<file path="config.mk">
export PLATFORM = sky130hd
export DESIGN_NAME = go_back_n_arq_controller_core
export DESIGN_NICKNAME = d
export VERILOG_FILES = /design/src/rtl/gbn_arq_pkg.sv /design/src/rtl/gbn_arq_alu.sv /design/src/rtl/go_back_n_arq_controller_core.sv
export SDC_FILE = /design/constraint.sdc
export NUM_CORES = 1
export LEC_CHECK = 0
export BUFFER_PORTS_ARGS = -buffer_cell sky130_fd_sc_hd__buf_2
export CORE_ASPECT_RATIO = 2
export CORE_MARGIN = 2
export CORE_UTILIZATION = 31
export DETAILED_ROUTE_END_ITERATION = 8
export PLACE_DENSITY = 0.54
export SLEW_MARGIN = 20
export SYNTH_ARGS = -nofsm -noshare
export SYNTH_HDL_FRONTEND = slang
export SYNTH_HIERARCHICAL = 1
export SYNTH_SLANG_ARGS = --single-unit
</file>
<file path="constraint.sdc">
create_clock -name clk -period 5.25 [get_ports clk]
set_clock_uncertainty 0.2 [all_clocks]
set_input_delay 0.525 -clock clk [delete_from_list [all_inputs] [get_ports clk]]
set_output_delay 0.525 -clock clk [all_outputs]
set_load 0.05 [all_outputs]
</file>
<file path="src/rtl/gbn_arq_pkg.sv">
package gbn_arq_pkg;

    // event codes
    localparam logic [2:0] FN_PACKET  = 3'd0;
    localparam logic [2:0] FN_PHY     = 3'd1;
    localparam logic [2:0] FN_FRAME   = 3'd2;
    localparam logic [2:0] FN_DATA_TO = 3'd3;
    localparam logic [2:0] FN_ACK_TO  = 3'd4;

    // received frame kinds
    localparam logic [1:0] KIND_DATA = 2'd0;
    localparam logic [1:0] KIND_ACK  = 2'd1;
    localparam logic [1:0] KIND_NAK  = 2'd2;

    // command codes
    localparam logic [2:0] CMD_SEND_DATA  = 3'd0;
    localparam logic [2:0] CMD_SEND_ACK   = 3'd1;
    localparam logic [2:0] CMD_DELIVER    = 3'd2;
    localparam logic [2:0] CMD_STOP_TIMER = 3'd3;
    localparam logic [2:0] CMD_ACK_TIMER  = 3'd4;
    localparam logic [2:0] CMD_STATUS     = 3'd5;

    // longest run of result beats per event, status included
    localparam int MAX_RESULTS = 11;
    localparam int CNT_W       = 4;
    localparam int ECNT_W      = 4;

    typedef struct packed {
        logic [2:0] func;
        logic       crc_ok;
        logic [1:0] frame_kind;
        logic [2:0] frame_seq;
        logic [2:0] peer_ack;
    } gbn_in_t;

    typedef struct packed {
        logic [2:0] command;
        logic [2:0] seq_num;
        logic [2:0] ack_num;
        logic       net_enable;
        logic       last;
    } gbn_out_t;

endpackage

</file>
<file path="src/rtl/gbn_arq_alu.sv">
module gbn_arq_alu
    import gbn_arq_pkg::*;
#(
    parameter int MAX_SEQ_NUM = 7,
    parameter int SEQ_W       = 3,
    parameter int FW          = 3
)
(
    input  logic [FW-1:0]    inc_in,
    output logic [FW-1:0]    inc_out,
    input  logic [SEQ_W-1:0] dec_in,
    output logic [SEQ_W-1:0] dec_out,
    input  logic [FW-1:0]    win_a,
    input  logic [FW-1:0]    win_b,
    input  logic [FW-1:0]    win_c,
    output logic             in_win
);

    localparam logic [FW-1:0]    MAX_F = FW'(MAX_SEQ_NUM);
    localparam logic [SEQ_W-1:0] MAX_S = SEQ_W'(MAX_SEQ_NUM);

    // successor of a 3-bit ack that lies beyond the sequence space
    logic [FW-1:0] wrap_tab [8];

    for (genvar g = 0; g < 8; g++) begin : g_wrap
        localparam int WRAP_VAL = (g + 1) % (MAX_SEQ_NUM + 1);
        assign wrap_tab[g] = FW'(WRAP_VAL);
    end

    always_comb
    begin
        if (inc_in < MAX_F)
        begin
            inc_out = inc_in + FW'(1);
        end
        else if (inc_in == MAX_F)
        begin
            inc_out = '0;
        end
        else
        begin
            inc_out = wrap_tab[inc_in[2:0]];
        end
    end

    assign dec_out = (dec_in == '0) ? MAX_S : dec_in - SEQ_W'(1);

    // circular half-open window [a, c)
    assign in_win = ((win_a <= win_b) && (win_b < win_c)) ||
                    ((win_c < win_a) && (win_a <= win_b)) ||
                    ((win_b < win_c) && (win_c < win_a));

endmodule

</file>
<file path="src/rtl/go_back_n_arq_controller_core.sv">
// go-back-n window control, one event accepted while busy is low
// each event's run of result beats ends with the status beat
// no new event is accepted until the previous event's run has reached its status beat
// the single shared increment / window compare unit sets the pace, one step a cycle
// the receiver cannot stall: each result beat is on the ports for one cycle
// asynchronous active-low reset clears all window state and the sequencer
module go_back_n_arq_controller_core
    import gbn_arq_pkg::*;
#(
    parameter int MAX_SEQ_NUM = 7
)
(
    input  logic     clk,
    input  logic     rst_n,
    input  logic     start,
    output logic     busy,
    input  gbn_in_t  req,
    output logic     strobe,
    output gbn_out_t rsp
);

    localparam int SEQ_W = (MAX_SEQ_NUM < 2) ? 1 : $clog2(MAX_SEQ_NUM + 1);
    localparam int FW    = (SEQ_W > 3) ? SEQ_W : 3;
    localparam int CW    = (SEQ_W > CNT_W) ? SEQ_W : CNT_W;
    localparam logic [CW-1:0]     MAX_C    = CW'(MAX_SEQ_NUM);
    localparam logic [ECNT_W-1:0] ECNT_CAP = ECNT_W'(MAX_RESULTS - 1);

    localparam logic [3:0] S_IDLE     = 4'd0;
    localparam logic [3:0] S_SEND     = 4'd1;
    localparam logic [3:0] S_DELIV    = 4'd2;
    localparam logic [3:0] S_ATIMER   = 4'd3;
    localparam logic [3:0] S_NAK_INC  = 4'd4;
    localparam logic [3:0] S_NAK_CHK  = 4'd5;
    localparam logic [3:0] S_ACK_LOOP = 4'd6;
    localparam logic [3:0] S_TO_LOOP  = 4'd7;
    localparam logic [3:0] S_ACKTO    = 4'd8;
    localparam logic [3:0] S_STATUS   = 4'd9;

    logic [3:0]       state_reg, state_next;
    gbn_in_t          in_reg, in_next;
    logic [SEQ_W-1:0] re_reg, re_next;
    logic [SEQ_W-1:0] base_reg, base_next;
    logic [SEQ_W-1:0] snext_reg, snext_next;
    logic [CNT_W-1:0] cnt_reg, cnt_next;
    logic             line_reg, line_next;
    logic [FW-1:0]    rs_reg, rs_next;
    logic [CNT_W-1:0] i_reg, i_next;
    logic [ECNT_W-1:0] ecnt_reg, ecnt_next;
    gbn_out_t         out_reg, out_next;
    logic             strobe_reg, strobe_next;

    logic [FW-1:0]    inc_in, inc_out;
    logic [SEQ_W-1:0] ack_val;
    logic [FW-1:0]    win_b;
    logic             in_win;
    logic             emit_req;
    gbn_out_t         emit_item;
    logic             is_status;
    logic             win_open;

    gbn_arq_alu #(
        .MAX_SEQ_NUM (MAX_SEQ_NUM),
        .SEQ_W       (SEQ_W),
        .FW          (FW)
    ) u_alu (
        .inc_in  (inc_in),
        .inc_out (inc_out),
        .dec_in  (re_reg),
        .dec_out (ack_val),
        .win_a   (FW'(base_reg)),
        .win_b   (win_b),
        .win_c   (FW'(snext_reg)),
        .in_win  (in_win)
    );

    assign win_open = (CW'(cnt_reg) < MAX_C);

    // shared unit operand select
    always_comb
    begin
        case (state_reg)
            S_ATIMER:   inc_in = FW'(re_reg);
            S_NAK_INC:  inc_in = FW'(in_reg.peer_ack);
            S_ACK_LOOP: inc_in = FW'(base_reg);
            default:    inc_in = FW'(snext_reg);
        endcase
        win_b = (state_reg == S_NAK_CHK) ? rs_reg : FW'(in_reg.peer_ack);
    end

    always_comb
    begin
        state_next = state_reg;
        in_next    = in_reg;
        re_next    = re_reg;
        base_next  = base_reg;
        snext_next = snext_reg;
        cnt_next   = cnt_reg;
        line_next  = line_reg;
        rs_next    = rs_reg;
        i_next     = i_reg;
        ecnt_next  = ecnt_reg;
        emit_req   = 1'b0;
        is_status  = 1'b0;
        emit_item  = '0;

        case (state_reg)
            S_IDLE:
            begin
                if (start)
                begin
                    in_next   = req;
                    ecnt_next = '0;
                    case (req.func)
                        FN_PACKET:  state_next = S_SEND;
                        FN_PHY:
                        begin
                            line_next  = 1'b1;
                            state_next = S_STATUS;
                        end
                        FN_FRAME:   state_next = req.crc_ok ? S_DELIV : S_STATUS;
                        FN_DATA_TO:
                        begin
                            snext_next = base_reg;
                            i_next     = '0;
                            state_next = S_TO_LOOP;
                        end
                        FN_ACK_TO:  state_next = S_ACKTO;
                        default:    state_next = S_STATUS;
                    endcase
                end
            end
            S_SEND:
            begin
                if (win_open)
                begin
                    emit_req          = 1'b1;
                    emit_item.command = CMD_SEND_DATA;
                    emit_item.seq_num = 3'(snext_reg);
                    emit_item.ack_num = 3'(ack_val);
                    line_next         = 1'b0;
                    cnt_next          = cnt_reg + CNT_W'(1);
                    snext_next        = SEQ_W'(inc_out);
                end
                state_next = S_STATUS;
            end
            S_DELIV:
            begin
                if (in_reg.frame_kind == KIND_DATA &&
                    FW'(in_reg.frame_seq) == FW'(re_reg))
                begin
                    emit_req          = 1'b1;
                    emit_item.command = CMD_DELIVER;
                    emit_item.seq_num = in_reg.frame_seq;
                    state_next        = S_ATIMER;
                end
                else
                begin
                    state_next = S_NAK_INC;
                end
            end
            S_ATIMER:
            begin
                emit_req          = 1'b1;
                emit_item.command = CMD_ACK_TIMER;
                re_next           = SEQ_W'(inc_out);
                state_next        = S_NAK_INC;
            end
            S_NAK_INC:
            begin
                if (in_reg.frame_kind == KIND_NAK)
                begin
                    rs_next    = inc_out;
                    state_next = S_NAK_CHK;
                end
                else
                begin
                    state_next = S_ACK_LOOP;
                end
            end
            S_NAK_CHK:
            begin
                if (in_win)
                begin
                    emit_req          = 1'b1;
                    emit_item.command = CMD_SEND_DATA;
                    emit_item.seq_num = 3'(rs_reg);
                    emit_item.ack_num = 3'(ack_val);
                    line_next         = 1'b0;
                end
                state_next = S_ACK_LOOP;
            end
            S_ACK_LOOP:
            begin
                // cumulative ack, one frame retired per cycle
                if (in_win)
                begin
                    emit_req          = 1'b1;
                    emit_item.command = CMD_STOP_TIMER;
                    emit_item.seq_num = 3'(base_reg);
                    base_next         = SEQ_W'(inc_out);
                    if (cnt_reg != '0)
                    begin
                        cnt_next = cnt_reg - CNT_W'(1);
                    end
                end
                else
                begin
                    state_next = S_STATUS;
                end
            end
            S_TO_LOOP:
            begin
                if (i_reg < cnt_reg)
                begin
                    emit_req          = 1'b1;
                    emit_item.command = CMD_SEND_DATA;
                    emit_item.seq_num = 3'(snext_reg);
                    emit_item.ack_num = 3'(ack_val);
                    line_next         = 1'b0;
                    snext_next        = SEQ_W'(inc_out);
                    i_next            = i_reg + CNT_W'(1);
                end
                else
                begin
                    state_next = S_STATUS;
                end
            end
            S_ACKTO:
            begin
                emit_req          = 1'b1;
                emit_item.command = CMD_SEND_ACK;
                emit_item.ack_num = 3'(ack_val);
                line_next         = 1'b0;
                state_next        = S_STATUS;
            end
            S_STATUS:
            begin
                is_status            = 1'b1;
                emit_item.command    = CMD_STATUS;
                emit_item.net_enable = win_open && line_reg;
                emit_item.last       = 1'b1;
                state_next           = S_IDLE;
            end
            default:
            begin
                state_next = S_IDLE;
            end
        endcase

        // commands past the run limit are dropped, state still moves
        strobe_next = 1'b0;
        out_next    = out_reg;
        if (is_status)
        begin
            strobe_next = 1'b1;
            out_next    = emit_item;
        end
        else if (emit_req && ecnt_reg < ECNT_CAP)
        begin
            strobe_next = 1'b1;
            out_next    = emit_item;
            ecnt_next   = ecnt_reg + ECNT_W'(1);
        end
    end

    always_ff @(posedge clk or negedge rst_n)
    begin
        if (!rst_n)
        begin
            state_reg  <= S_IDLE;
            re_reg     <= '0;
            base_reg   <= '0;
            snext_reg  <= '0;
            cnt_reg    <= '0;
            line_reg   <= 1'b0;
            i_reg      <= '0;
            ecnt_reg   <= '0;
            strobe_reg <= 1'b0;
        end
        else
        begin
            state_reg  <= state_next;
            re_reg     <= re_next;
            base_reg   <= base_next;
            snext_reg  <= snext_next;
            cnt_reg    <= cnt_next;
            line_reg   <= line_next;
            i_reg      <= i_next;
            ecnt_reg   <= ecnt_next;
            strobe_reg <= strobe_next;
        end
    end

    always_ff @(posedge clk)
    begin
        in_reg  <= in_next;
        rs_reg  <= rs_next;
        out_reg <= out_next;
    end

    assign busy   = (state_reg != S_IDLE);
    assign strobe = strobe_reg;
    assign rsp    = out_reg;

`ifndef NO_ASSERTIONS
    a_accept_busy: assert property (@(posedge clk) disable iff (!rst_n)
        start && !busy |=> busy)
        else $error("accepted event did not start the sequencer");

    a_run_ends_status: assert property (@(posedge clk) disable iff (!rst_n)
        $fell(busy) |-> strobe && rsp.last && rsp.command == CMD_STATUS)
        else $error("event finished without a status beat");

    a_cmd_while_busy: assert property (@(posedge clk) disable iff (!rst_n)
        strobe && !rsp.last |-> busy)
        else $error("command beat outside an event run");

    a_cnt_bound: assert property (@(posedge clk) disable iff (!rst_n)
        CW'(cnt_reg) <= MAX_C)
        else $error("outstanding count beyond window size");

    a_run_limit: assert property (@(posedge clk) disable iff (!rst_n)
        ecnt_reg <= ECNT_CAP)
        else $error("command run exceeded limit");
`endif

endmodule

</file>
Word-level counts from Yosys, hierarchy flattened
Memories as Yosys holds them, arrays and structs flattened. Cells that the tools add are included.

Register bits after elaboration: 49. Latch bits: 0. Bits in writable memories: 0. Bits in read-only memories: 24. Bits of input ports: 15. Output and inout port bits: 13. Word-level logic and storage cells: 147. Memories kept: 1.

Add/sub/neg operators: 6. Multiply operators: 0. Div/mod/pow operators: 0. Magnitude comparators: 8. Equality and inequality tests: 26. Shifts and indexed selects: 0. Multiplexer cells: 57. Bitwise operators: 1. Reduce and logical (&&, ||, !) cells: 30.

Memories: (no name shown) (words 8, bits a word 3, rd ports 1, clocked after Yosys merged registers in 0, wr ports 0, line gbn_arq_alu.sv:42) `inc_out = wrap_tab[inc_in[2:0]];`.

Operators by type and width (count): 2-to-1 mux 4 bit (14); 2-to-1 mux 3 bit (11); one-hot mux 4 bit (8 select lines) (1); one-hot mux 3 bit (8 select lines) (1); 2-to-1 mux 11 bit (2); 2-to-1 mux 6 bit (3); one-hot mux 3 bit (3 select lines) (2); == test 4 x 3 -> 1 bit, second input constant (4); != test 2 bit, second input constant (8); one-hot mux 4 bit (2 select lines) (2); one-hot mux 4 bit (4 select lines) (1); one-hot mux 3 bit (5 select lines) (1); adder 4 x 1 -> 4 bit, second input constant (3); 2-to-1 mux 1 bit (12); one-hot mux 3 bit (4 select lines) (1); 2-to-1 mux 5 bit (2); one-hot mux 1 bit (5 select lines) (2); == test 4 x 2 -> 1 bit, second input constant (2); == test 4 bit, second input constant (2); AND reduction 4 bit (2); nonzero test 4 bit (2); == test 3 x 2 -> 1 bit, second input constant (2); == test 3 bit, second input constant (2); logical AND 1 bit (6); other kinds (29) (40).

Longest topological paths before layout
Depth after elaboration: 11. Mapped depth: 16. Mapped depth without buffers: 15.

By module
The synthesis kept the hierarchy.

Modules (own cells, without submodules): go_back_n_arq_controller_core (times used 1, cells each 259, area each 2740.1 um^2, seq. area each 1336.3 um^2); gbn_arq_alu (times used 1, cells each 42, area each 311.5 um^2, seq. area each 0.0 um^2).

Worst setup path after synthesis
Ideal clock, no wire load.

Path kind: register -> register. Start point: register state_reg[3]. End point: register out_reg, in the netlist rsp[0], enable pin. Setup time: 0.329 ns. Arrival time: 3.076 ns. Data required time: 4.721 ns. Slack: 1.646 ns. Cell stages (with the launch flop): 17. Buffers on the path: 1. Period minus slack after synthesis: 3.604 ns. Path through: dfrtp_1 -> buf_4 -> inv_1 -> nand2_1 -> nor2_1 -> mux2_2 -> inv_1 -> ha_1 -> nor2b_1 -> o21a_1 -> o21ai_1 -> maj3_2 -> nand4b_1 -> a21o_1 -> nand3_2 -> o31ai_4 -> nand2_1.

Longest elaborated chain between the ends: 10. Elaborated cells on any way between the ends: 23. Classes of those cells: order compare (2); eq/ne (8); mux (4); reduce/logical (9).

Ends and longest elaborated chain: from (decl) (line go_back_n_arq_controller_core.sv:39) `logic [3:0] state_reg, state_next;`; from (signal assigned) (line go_back_n_arq_controller_core.sv:282) `state_reg <= state_next;`; == test 4 x 3 -> 1 bit * (line go_back_n_arq_controller_core.sv:87) `win_b = (state_reg == S_NAK_CHK) ? rs_reg : FW'(in_reg.peer_ack);`; 2-to-1 mux 3 bit * (line go_back_n_arq_controller_core.sv:87); named net win_b[1] (line go_back_n_arq_controller_core.sv:54) `logic [FW-1:0] win_b;`; <= comparator 3 bit or less-than comparator 3 bit (tied branches) (line gbn_arq_alu.sv:49, gbn_arq_alu.sv:50, gbn_arq_alu.sv:51); logical AND 1 bit (on tied branches) (line gbn_arq_alu.sv:49, gbn_arq_alu.sv:50); logical OR 1 bit (line gbn_arq_alu.sv:49) `assign in_win = ((win_a <= win_b) && (win_b < win_c)) ||`; logical OR 1 bit * (line gbn_arq_alu.sv:50) `((win_c < win_a) && (win_a <= win_b)) ||`; named net in_win (line go_back_n_arq_controller_core.sv:55) `logic in_win;`; 2-to-1 mux 1 bit * (line go_back_n_arq_controller_core.sv:182, go_back_n_arq_controller_core.sv:195); one-hot mux 1 bit (5 select lines) * (line go_back_n_arq_controller_core.sv:106) `case (state_reg)`; logical AND 1 bit * (line go_back_n_arq_controller_core.sv:258) `else if (emit_req && ecnt_reg < ECNT_CAP)`; nonzero test 2 bit (no source line) *; to (signal assigned) (line go_back_n_arq_controller_core.sv:298) `out_reg <= out_next;`; to (decl) (line go_back_n_arq_controller_core.sv:49) `gbn_out_t out_reg, out_next;`.

The timed path passes the listed nets; every way through them passes the cells marked *. A chain may end at the register's enable or synchronous reset.

Worst setup path after layout
Start point: register state_reg[1]. End point: register out_reg, in the netlist rsp[7], enable pin.

The elaborated chain is that of the path after synthesis.

==> flow_metrics.env <==
export IMPL_outcome="completed"
export IMPL_port_buffers=27
export IMPL_core_area_um2=9640
export IMPL_start_util_pct=31.7
export IMPL_max_freq_mhz=244
export IMPL_cts_buffer_depth=2
export IMPL_synth_seq_cells=49
export IMPL_grt_pass1_vias=2403
export IMPL_power_density_nw_per_um2=701
export IMPL_vdd_ir_drop_max_mv=0.248
export IMPL_avgRoutedWirePerCell_um=17.2
export IMPL_grt_use_met2_pct=30.9
export IMPL_slew_viol_final=0
export IMPL_cts_tree="built"
export IMPL_ant_nets=0
export IMPL_rows=51
export IMPL_p_leak_nw=1.51
export IMPL_synth_avg_cell_area_um2=10.1
export IMPL_route_detailed_drc=0
export IMPL_syn_area_um2=3050
export IMPL_slew_headroom_pct=42.9
export IMPL_ys_flop_type="dfrtp_1"
export IMPL_place_congestion=0.854
export IMPL_async_reset_ff_share_pct=55.1
export IMPL_crit_fanout=25
export IMPL_p_clk_share_pct=15.1
export IMPL_drt_pass1_iterations=4
export IMPL_synth_nets=336
export IMPL_regArea_um2=1340
export IMPL_root_buffer="clkbuf_16"
export IMPL_max_stage_delay_ns=0.65
export IMPL_grt_pass1_wl_um=12400
export IMPL_synth_edf_count=22
export IMPL_rsz0062_at_grt="no"
export IMPL_hold_viol_final=0
export IMPL_critPathKind="flip-flop to flip-flop"
export IMPL_path_buf_inv=1
export IMPL_postCtsHoldBufs=0
export IMPL_grt_use_met3_pct=2.86
export IMPL_crit_chain="nand2b_1, nor2_1, mux2_2, inv_1, ha_1, nor2b_1, o21a_1, o21ai_1, maj3_2, nand4b_1, a21o_1, nand3_2, o31ai_4, nand2_1"
export IMPL_clk_pin_slew_ns=0.07
export IMPL_drt_iter0_markers=120
export IMPL_die_y_um=144
export IMPL_busiest_layer="met2"
export IMPL_start_kind="flip-flop"
export IMPL_ys_seq_area_share_pct=43.8
export IMPL_cp_end_kind="flip-flop"
export IMPL_finalWorstSetupSlack_ns=1.15
export IMPL_finalCritPeriodShare_pct=78.1
export IMPL_yosysWarnings=6
export IMPL_die_area_um2=10700
export IMPL_largest_reg_flops=11
export IMPL_grt_max_degree=28
export IMPL_pwr_share_seq_pct=32.7
export IMPL_power_switching_mw=1.15
export IMPL_clkSinkCount=49
export IMPL_die_w_um=74.2
export IMPL_vias_per_cell=5.14
export IMPL_cp_required_ns=4.98
export IMPL_hold_class="input port to asynchronous set/reset pin"
export IMPL_dp_hpwl_um=6410
export IMPL_drt_wl_total_um=7940
export IMPL_cpMaxStageDelayCell="dfrtp_1"
export IMPL_antenna_cells=0
export IMPL_yosys_cell_types_count=61
export IMPL_grt_use_met1_pct=13.5
export IMPL_pre_cts_ws_ns=1.14
export IMPL_power_frac_comb_pct=52.1
export IMPL_fin_nets=363
export IMPL_clock_latency_ns=0.29
export IMPL_multi_input_area_um2=1570
export IMPL_intPower_mw=1.29
export IMPL_final_fill_count=1000
export IMPL_cts_buffers=5
export IMPL_antenna_found_initial=0
export IMPL_final_setup_tns_ns=0
export IMPL_switching_share_pct=47.1
export IMPL_grtUsageTotal_pct=16.0
export IMPL_grt_overflow=0
export IMPL_crit_family="simple AND/OR/NAND/NOR gates"
export IMPL_critPathArrivalTime_ns=3.83
export IMPL_post_cts_resize_count=0
export IMPL_final_layout_size_suffix_gt1_share_pct=17.0
export IMPL_fin_crit_ns=4.10
export IMPL_post_cts_buffers=0
export IMPL_worst_pin_slew_ns=0.850
export IMPL_synth_cells=301
export IMPL_ios=28
export IMPL_htree_levels=2
export IMPL_drv_cap=0
export IMPL_setup_viol=0
export IMPL_vias=2370
export IMPL_area_growth_pct=14.1
-- final timing paths --
kind | cells after the start | to | startpoint | slack, ns
worst min-delay path | 1 | state_reg[1] | rst_n | 0.06
worst min register to register | 1 | line_reg | line_reg | 0.29
worst max register to register | 14 | rsp[7] | state_reg[1] | 1.15
worst max-delay path | 14 | rsp[7] | state_reg[1] | 1.15
max in group asynchronous | 1 | base_reg[0] | rst_n | 4.34
min in group clk | 1 | in_reg[2] | req[2] | 0.21
-- area by class of cell --
cell class / instances / area share [%]
clock inverter: 3 / 1.26
multi-input combinational: 217 / 45.0
inverter: 27 / 2.91
sequential: 49 / 38.4
clock buffer: 5 / 3.59
timing repair buffer: 28 / 4.09
tap: 132 / 4.74
-- Yosys cell counts, types with 2 or more instances --
library cell | count | area share, %
a211oi_1 | 4 | 0.98
a21o_1 | 4 | 0.98
a21oi_1 | 11 | 1.8
a221o_1 | 2 | 0.66
a22oi_1 | 8 | 2.0
a31oi_1 | 2 | 0.41
and2_1 | 8 | 1.6
and3_1 | 6 | 1.2
buf_2 | 3 | 0.49
clkbuf_1 | 3 | 0.37
dfrtp_1 | 27 | 22
edfxtp_1 | 22 | 22
ha_1 | 19 | 7.8
inv_1 | 26 | 3.2
mux2_2 | 7 | 2.6
mux2i_1 | 4 | 1.3
nand2_1 | 27 | 3.3
nand2b_1 | 9 | 1.8
nand3_1 | 9 | 1.5
nand3b_1 | 2 | 0.49
nor2_1 | 15 | 1.8
nor2b_1 | 6 | 1.2
nor4_1 | 3 | 0.62
o21a_1 | 4 | 0.98
o21ai_0 | 10 | 1.6
o21ai_1 | 10 | 1.6
o22a_1 | 6 | 1.7
o31ai_1 | 5 | 1.2
or3_1 | 2 | 0.41
xnor2_1 | 4 | 1.1
xor2_1 | 3 | 0.86
-- power groups by stage --
| stage | clock network (mW) | registers (mW) | logic (mW) |
|---|---|---|---|
| after global routing | 0.397 | 0.821 | 1.41 |
| final | 0.370 | 0.799 | 1.27 |
| after detailed placement | 0 | 0.808 | 1.28 |
| after CTS | 0.379 | 0.800 | 1.29 |
| after global placement | 0 | 0.805 | 1.25 |
| after floorplan | 0 | 0.895 | 0.836 |
-- metrics by stage --
step | instances | util, % | instance area (um^2) | hold WS (ns) | power (mW)
global route | 461 | 36.2 | 3480 | 0.118 | 2.63
finish | 461 | 36.2 | 3480 | 0.0606 | 2.44
global placement | 453 | 34.4 | 3310 | 0.269 | 2.06
detailed placement | 453 | 34.4 | 3310 | 0.274 | 2.09
CTS | 461 | 36.2 | 3480 | 0.106 | 2.47
floorplan | 301 | - | 3050 | 0.0294 | 1.73
-- cell usage in the layout (no fill, tap or decap), types with 8 or more instances in the layout --
cell type and instances:
nand2_1 27, nand2b_1 9, nand3_1 9, dfrtp_1 27, o21ai_0 10, edfxtp_1 22, o21ai_1 10, nor2_1 15
a22oi_1 8, a21oi_1 11, ha_1 19, inv_1 26, buf_2 27, and2_1 8
-- cells by family (layout without fill, tap and decap cells) --
| group | after synthesis | count (layout) | share of synthesized area (%) |
|---|---|---|---|
| buffers and inverters | 35 | 63 | 4.80 |
| XOR/XNOR | 7 | 7 | 2.01 |
| multiplexers | 11 | 11 | 3.90 |
| AO/OA/AOI/OAI | 78 | 78 | 18.0 |
| flip-flops | 49 | 49 | 43.8 |
| adder cells (fa/ha/maj) | 21 | 21 | 8.82 |
| AND/OR/NAND/NOR | 100 | 100 | 18.7 |
-- worst register-to-register path, delay by kind of cell (launching register included) --
family                     cells  cell delay (ns)
AOI/OAI and AO/OA              4             0.70
and+or+nand+nor                6             1.23
buffers and inverters          1             0.06
DFF                            1             0.65
muxes                          1             0.38
adders and majority gates      2             0.50
-- metal layers --
| metal | wire length, um | up-vias |
|---|---|---|
| li1 | - | 1150 |
| met1 | 2510 | 1138 |
| met2 | 4660 | 55 |
| met3 | 211 | 27 |
| met4 | 560 | 0 |
| met5 | 0 | - |
(Power assumes the default switching activity.)
